--- src/dffir_pkg.sv ---
// ---------------------------------------------------------------------------
// dffir_pkg
// Shared constants, codes and control/status types for the direct-form FIR
// filter.
// ---------------------------------------------------------------------------
`default_nettype none

package dffir_pkg;

   // default configuration of the block
   localparam int DEF_MAX_TAPS     = 256;
   localparam int DEF_SAMPLE_WIDTH = 16;

   // fixed field widths
   localparam int TAP_COUNT_WIDTH = 9;
   localparam int TAP_INDEX_WIDTH = 8;
   localparam int COEF_WIDTH      = 16;
   localparam int FRAC_BITS       = 15;

   // request action codes
   localparam logic ACT_LOAD   = 1'b0;
   localparam logic ACT_SAMPLE = 1'b1;

   // controller to datapath commands
   typedef struct packed {
      logic load;      // write one coefficient
      logic start;     // latch sample and tap count, start position reduction
      logic clear;     // write one zero entry of the delay line
      logic mod_step;  // one remainder step of the position reduction
      logic write;     // store sample, set up tap loop, step write position
      logic issue;     // read one coefficient/sample pair
      logic finish;    // scale, saturate and load the output register
   } dffir_cmd_type;

   // datapath to controller status
   typedef struct packed {
      logic clr_last;
      logic mod_last;
      logic issue_last;
      logic pipe_empty;
      logic out_free;
   } dffir_stat_type;

endpackage

`default_nettype wire

--- src/dffir_ctrl.sv ---
// ---------------------------------------------------------------------------
// dffir_ctrl
// Sequencer: delay-line clear after reset, position reduction, tap loop,
// pipeline drain and result hand-off.
// ---------------------------------------------------------------------------
`default_nettype none

module dffir_ctrl
   import dffir_pkg::*;
(
   input  wire logic           clock,
   input  wire logic           reset,
   input  wire logic           req_valid,
   input  wire logic           req_action,
   input  wire dffir_stat_type stat,
   output dffir_cmd_type       cmd,
   output logic                req_ready
);
   localparam logic [2:0] ST_CLEAR = 3'd0;
   localparam logic [2:0] ST_IDLE  = 3'd1;
   localparam logic [2:0] ST_MOD   = 3'd2;
   localparam logic [2:0] ST_WRITE = 3'd3;
   localparam logic [2:0] ST_MAC   = 3'd4;
   localparam logic [2:0] ST_DRAIN = 3'd5;

   logic [2:0] state_ff;
   logic [2:0] state_in;

   // next state and commands
   always_comb begin
      state_in  = state_ff;
      cmd       = '0;
      req_ready = 1'b0;
      unique case (state_ff)
         ST_CLEAR: begin
            cmd.clear = 1'b1;
            if (stat.clr_last) begin
               state_in = ST_IDLE;
            end
         end
         ST_IDLE: begin
            req_ready = 1'b1;
            if (req_valid && req_action == ACT_LOAD) begin
               cmd.load = 1'b1;
            end
            if (req_valid && req_action == ACT_SAMPLE) begin
               cmd.start = 1'b1;
               state_in  = ST_MOD;
            end
         end
         ST_MOD: begin
            cmd.mod_step = 1'b1;
            if (stat.mod_last) begin
               state_in = ST_WRITE;
            end
         end
         ST_WRITE: begin
            cmd.write = 1'b1;
            state_in  = ST_MAC;
         end
         ST_MAC: begin
            cmd.issue = 1'b1;
            if (stat.issue_last) begin
               state_in = ST_DRAIN;
            end
         end
         ST_DRAIN: begin
            if (stat.pipe_empty && stat.out_free) begin
               cmd.finish = 1'b1;
               state_in   = ST_IDLE;
            end
         end
         default: begin
            state_in = ST_CLEAR;
         end
      endcase
   end

   // state register
   always_ff @(posedge clock) begin
      if (reset) begin
         state_ff <= ST_CLEAR;
      end else begin
         state_ff <= state_in;
      end
   end
endmodule

`default_nettype wire

--- config.mk ---
export PLATFORM = sky130hd
export DESIGN_NAME = dffir_ctrl
export DESIGN_NICKNAME = d
export VERILOG_FILES = /design/src/dffir_pkg.sv /design/src/dffir_ctrl.sv
export SDC_FILE = /design/constraint.sdc
export NUM_CORES = 1
export LEC_CHECK = 0
export ABC_AREA = 1
export BUFFER_PORTS_ARGS = -buffer_cell sky130_fd_sc_hd__buf_4
export CAP_MARGIN = 40
export CORE_AREA = 2 2 39 41
export DETAILED_ROUTE_END_ITERATION = 7
export DIE_AREA = 0 0 41 43
export GPL_ROUTABILITY_DRIVEN = 0
export GPL_TIMING_DRIVEN = 0
export PLACE_DENSITY = 0.5
export SLEW_MARGIN = 10
export SYNTH_ARGS = -nofsm -noshare
export SYNTH_HDL_FRONTEND = slang
export SYNTH_SLANG_ARGS = --single-unit
--- constraint.sdc ---
create_clock -name clock -period 1.55 [get_ports clock]
set_clock_uncertainty 0.1 [all_clocks]
set_input_delay 0.31 -clock clock [delete_from_list [all_inputs] [get_ports clock]]
set_output_delay 0.31 -clock clock [all_outputs]
set_load 0.01 [all_outputs]
==> metrics.txt, run 1 <==
initial antenna violation count 0; hold_buf cts 0; Slew @ Worst Pin 172 ps; Top Usage Layer GRT met2; CTS tree done; largest net degree at the start of global routing 9; CTS buffer count 3; f_max 670 MHz; Slew Limit Fails 0; register area share after synthesis 19.9%; num ports 17; leakage power of the design 0.302 nW; post-synthesis cell area 302 µm²; top flop regs state_ff: 3 flops; DR WL/cell 8.81 µm; DR vias/cell 4.31; outcome finished clean; Critical Path AT 1080 ps; DRC Markers 0; maximum VDD drop 0.449 mV; Rows 14; layout cell share with drive strength beyond 1 46.8%; register bit total from synthesis 3; 1st-pass router iterations 4; CTS sink cnt 3; GRT Util Overall 10.1%; Hold WC Path Type in -> reg; final HPWL from detailed placement 594 µm; fin nets 89; GRT overflow 0; Setup crit start kind register; Fin Hold WS 241 ps; # setup viols final 0; endpoints failing hold 0; Area after DPL 442 µm²; Die ar. 0.00176 mm²; unrepaired setup endpoints after global routing yes; global routing met2 resource utilization 19.1%; post-synth top area share 19.9%; max FFs per register 3; final worst path period share 96.3%; number of global-route vias before repair 377; Max Cap Viol 0; Critical Path End Type primary output; Die Span Y 43 µm; Cells after Synth 54; Tot Pwr 0.868 mW; most common cell in the netlist nor2_1; WL final 837 µm; CP required 1140 ps; Synthesized Nets 63; kind of critical path reg -> out; met3 Use GR 0%; die width 41 µm; CTS Root Buffer Type clkbuf_4; Synth Flop Type dfxtp_1; post-route ant nets 0; Post-synth EDFFs 0; post-synthesis async set-or-reset flop share 0%; Iter 0 DRT Violations 4; Max-slew headroom 88.4%; Util after Layout 37.5%; pwr dens 1670 mW/mm²; crit path max fanout 8; post-synth top area cell dfxtp_1; Mean Syn Cell Area 5.58 µm²; Tmin final 1490 ps; first-pass GRT wire length 1300 µm; Antenna Cells 0; worst skew pair latency 230 ps; post-route design area 519 µm²; H-tree Lvls 1; initial core utilization 21.8%; Vias 409; core area 0.00138 mm²; Yosys warnings 0; IO Port Bufs 16; Layout area overhead 72.2%; met1 GRT Util 10.9%; Reg with most FFs state_ff; Netlist cell types 15; clock transition at the registers of the reported paths 40 ps; Setup Total Neg Slack 0 ps; clk buf depth 2; ranking of synthesized cells by area dfxtp_1, nor2_1, nand2_1; top post-synthesis cells by count nor2_1, nand2_1, inv_1, nand3_1
[path summary, 6_finish.rpt]
check | startpoint | to | slack, ps | cells past startpoint
max | state_ff[0] | cmd[2] | 60 | 5
max reg2reg | state_ff[1] | state_ff[0] | 220 | 8
min reg2reg | state_ff[1] | state_ff[1] | 450 | 2
min | reset | state_ff[0] | 240 | 4
[kinds of logic after synthesis]
| group | synth area share [%] |
|---|---|
| AND/OR/NAND/NOR | 55.6 |
| AO/OA/AOI/OAI | 5.81 |
| buffers and inverters | 18.7 |
| flip-flops | 19.9 |
[area by class of cell]
cell class	count	area, µm²
multi-input cells	38	193
inverters	12	47.5
clock buffers	4	26.3
fillers	164	865
plain buffers	1	11.3
flip-flops and latches	3	63.8
well taps	16	20.0
repair buffers	21	158
[power by group]
| group | total [mW] | internal (mW) | leakage [nW] | switching [mW] |
|---|---|---|---|---|
| registers | 0.145 | 0.111 | 0.0258 | 0.0347 |
| logic | 0.584 | 0.280 | 0.261 | 0.304 |
| clock network | 0.138 | 0.0966 | 0.0150 | 0.0416 |
[per-stage QoR]
| step | std cells | setup WS (ps) |
|---|---|---|
| after floorplan | 54 | 262 |
| after global placement | 86 | 169 |
| after detailed placement | 86 | 185 |
| after CTS | 95 | 3.92 |
| after global routing | 95 | -31.2 |
| final | 95 | 58.1 |
[worst max-delay path: stages (launching register included)]
cell and delay, ps:
dfxtp_2 320, buf_6 130, buf_4 110, nand2_1 70, nor2_1 100, buf_4 130
[routing by layer]
metal | vias to the layer above | wire length, µm
met3 | 2 | 47
li1 | 218 | -
met4 | 0 | 4
met1 | 176 | 351
met2 | 13 | 433
met5 | - | 0
[what timing repair did]
item                                    4_1_cts  5_1_grt
resized for setup                             2        4
endpoints found under the setup margin        1        3
gates cloned                                  0        0
buffers inserted                              5        0
[cells in the final DEF, fill, tap and decap left out]
cell type	count
buf_6	1
o211ai_1	1
nand3_4	1
nand3b_1	1
nor3_1	1
buf_4	21
nand3_1	5
nor2_2	2
nand2_1	10
clkbuf_4	3
inv_4	1
clkbuf_1	1
nand3_2	1
inv_2	3
dfxtp_2	3
nand4_1	2
nor2_1	11
o21ai_0	2
nand2_2	1
inv_1	8
Power figures use the tool's default switching activity.
==> run 2, diff against run 1 <==
Settings changed: BUFFER_PORTS_ARGS -buffer_cell sky130_fd_sc_hd__buf_4 to -buffer_cell sky130_fd_sc_hd__buf_2, PLACE_DENSITY 0.5 to 0.51.
Clock period 1.55 ns to 1.3 ns, I/O delays scaled along.
==> run 2 against run 1 <==
The flow now finishes with violations (negative setup slack). Largest cell class unchanged. Global-route usage grew 2.0 points. Flip-flop and latch count is the same. Final cell count up 11%. Die area stayed put. First-iteration DRC count rose by 130%. Critical path depth is the same. Critical endpoint is now cmd[1]. Core utilization rose by 7.5 points.
==> metrics.txt, run 2 (synthesis results as in run 1) <==
outcome finished with violations; failing checks negative setup slack; CTS sink cnt 3; GRT Util Overall 12.1%; top flop regs state_ff: 3 flops; final HPWL from detailed placement 547 µm; CTS tree done; CTS Root Buffer Type clkbuf_4; DR vias/cell 4.24; CTS buffer count 3; 1st-pass router iterations 4; maximum VDD drop 0.582 mV; CP required 940 ps; CP max stage cell dfxtp_4; layout cell share with drive strength beyond 1 62.9%; WL final 1000 µm; commonest non-fill, non-tap cells in the layout buf_2, buf_4, inv_1, nor2_1; Rows 14; CP peak stage delay 350 ps; DRC Markers 0; Antenna Cells 0; clk buf depth 2; Util after Layout 45.0%; Critical Path End Type primary output; Setup Total Neg Slack -679 ps; crit path max fanout 4; GRT overflow 0; Max-slew headroom 87.1%; fin nets 99; crit-path cells buf_4 > nor2_4 > nand2_2 > inv_1 > buf_2; Iter 0 DRT Violations 9; Cell Count, Final, Fillers Out 105; Vias 445; hold_buf cts 0; Slew @ Worst Pin 192 ps; Area after DPL 402 µm²; largest net degree at the start of global routing 8; H-tree Lvls 1; number of global-route vias before repair 385; post-route design area 623 µm²; Hold WC Path Type in -> reg; unrepaired setup endpoints after global routing yes; Tmin final 1420 ps; DR WL/cell 9.52 µm; initial antenna violation count 0; Die Span Y 43 µm; Die ar. 0.00176 mm²; first-pass GRT wire length 1440 µm; final worst path period share 109%; worst skew pair latency 230 ps; kind of critical path reg -> out; Max Cap Viol 0; Layout area overhead 107%; max FFs per register 3; IO Port Bufs 16; post-route ant nets 0; Worst Slack Setup Final -119 ps; die width 41 µm; # setup viols final 9; core area 0.00138 mm²; Critical Path AT 1060 ps; endpoints failing hold 0; Reg with most FFs state_ff; CP top delay family flip-flops; Setup crit start kind register; CP Buf/Inv Count 3; flop-to-flop setup slack -40 ps; leakage power of the design 0.355 nW; commonest non-fill, non-tap cell in the layout buf_2; initial core utilization 21.8%; num ports 17; Inst Count DP 86; pwr dens 2090 mW/mm²; pre-CTS setup slack -11.0 ps; clock transition at the registers of the reported paths 30 ps; Slew Limit Fails 0; f_max 705 MHz
run 2: changes by cell type in the layout (fill, tap and decap cells not counted), sizes merged:
cell  previous run  this run
buf             22        32
run 2: worst paths after layout:
kind	depth (start not counted)	endpoint	startpoint
setup / recovery	5	cmd[1]	state_ff[1]
hold / removal	4	state_ff[1]	reset
setup reg to reg	9	state_ff[0]	state_ff[1]
hold reg to reg	3	state_ff[1]	state_ff[1]
run 2: final cells by class:
class,count,area (µm²)
tap,16,20.0
inverter,12,52.6
sequential,3,71.3
clock buffer,4,26.3
multi-input combinational,38,228
timing repair buffer,32,225
fill,145,761
run 2: repair_timing:
item | 4_1_cts | 5_1_grt
setup buffers | 10 | 6
resized for setup | 15 | 14
endpoints found under the hold margin | 0 | 0
setup endpoints to repair | 8 | 11
pin swaps | 4 | 4
run 2: routing by layer:
| metal | GRT usage [%] | up-vias | routed length, µm |
|---|---|---|---|
| li1 | - | 237 | - |
| met1 | 11.2 | 193 | 388 |
| met2 | 22.2 | 15 | 552 |
| met3 | 4.71 | 0 | 60 |
| met4 | 4.00 | 0 | 0 |
| met5 | 0 | - | 0 |
run 2: report_power, final:
group | internal (mW) | switching, mW
logic | 0.487 | 0.428
registers | 0.144 | 0.0834
clock network | 0.115 | 0.0465
total | 0.746 | 0.558
run 2: tightest hold or removal path, stage by stage:
cell,delay (ps)
buf_2,80
inv_1,50
nand2_1,60
nor2_1,30
run 2: through the flow:
stage / total power [mW] / hold slack [ps]
final: 1.30 / 186
after global routing: 1.41 / 217
after CTS: 1.15 / 186
after detailed placement: 0.704 / 438
after global placement: 0.707 / 435
after floorplan: 0.567 / 328
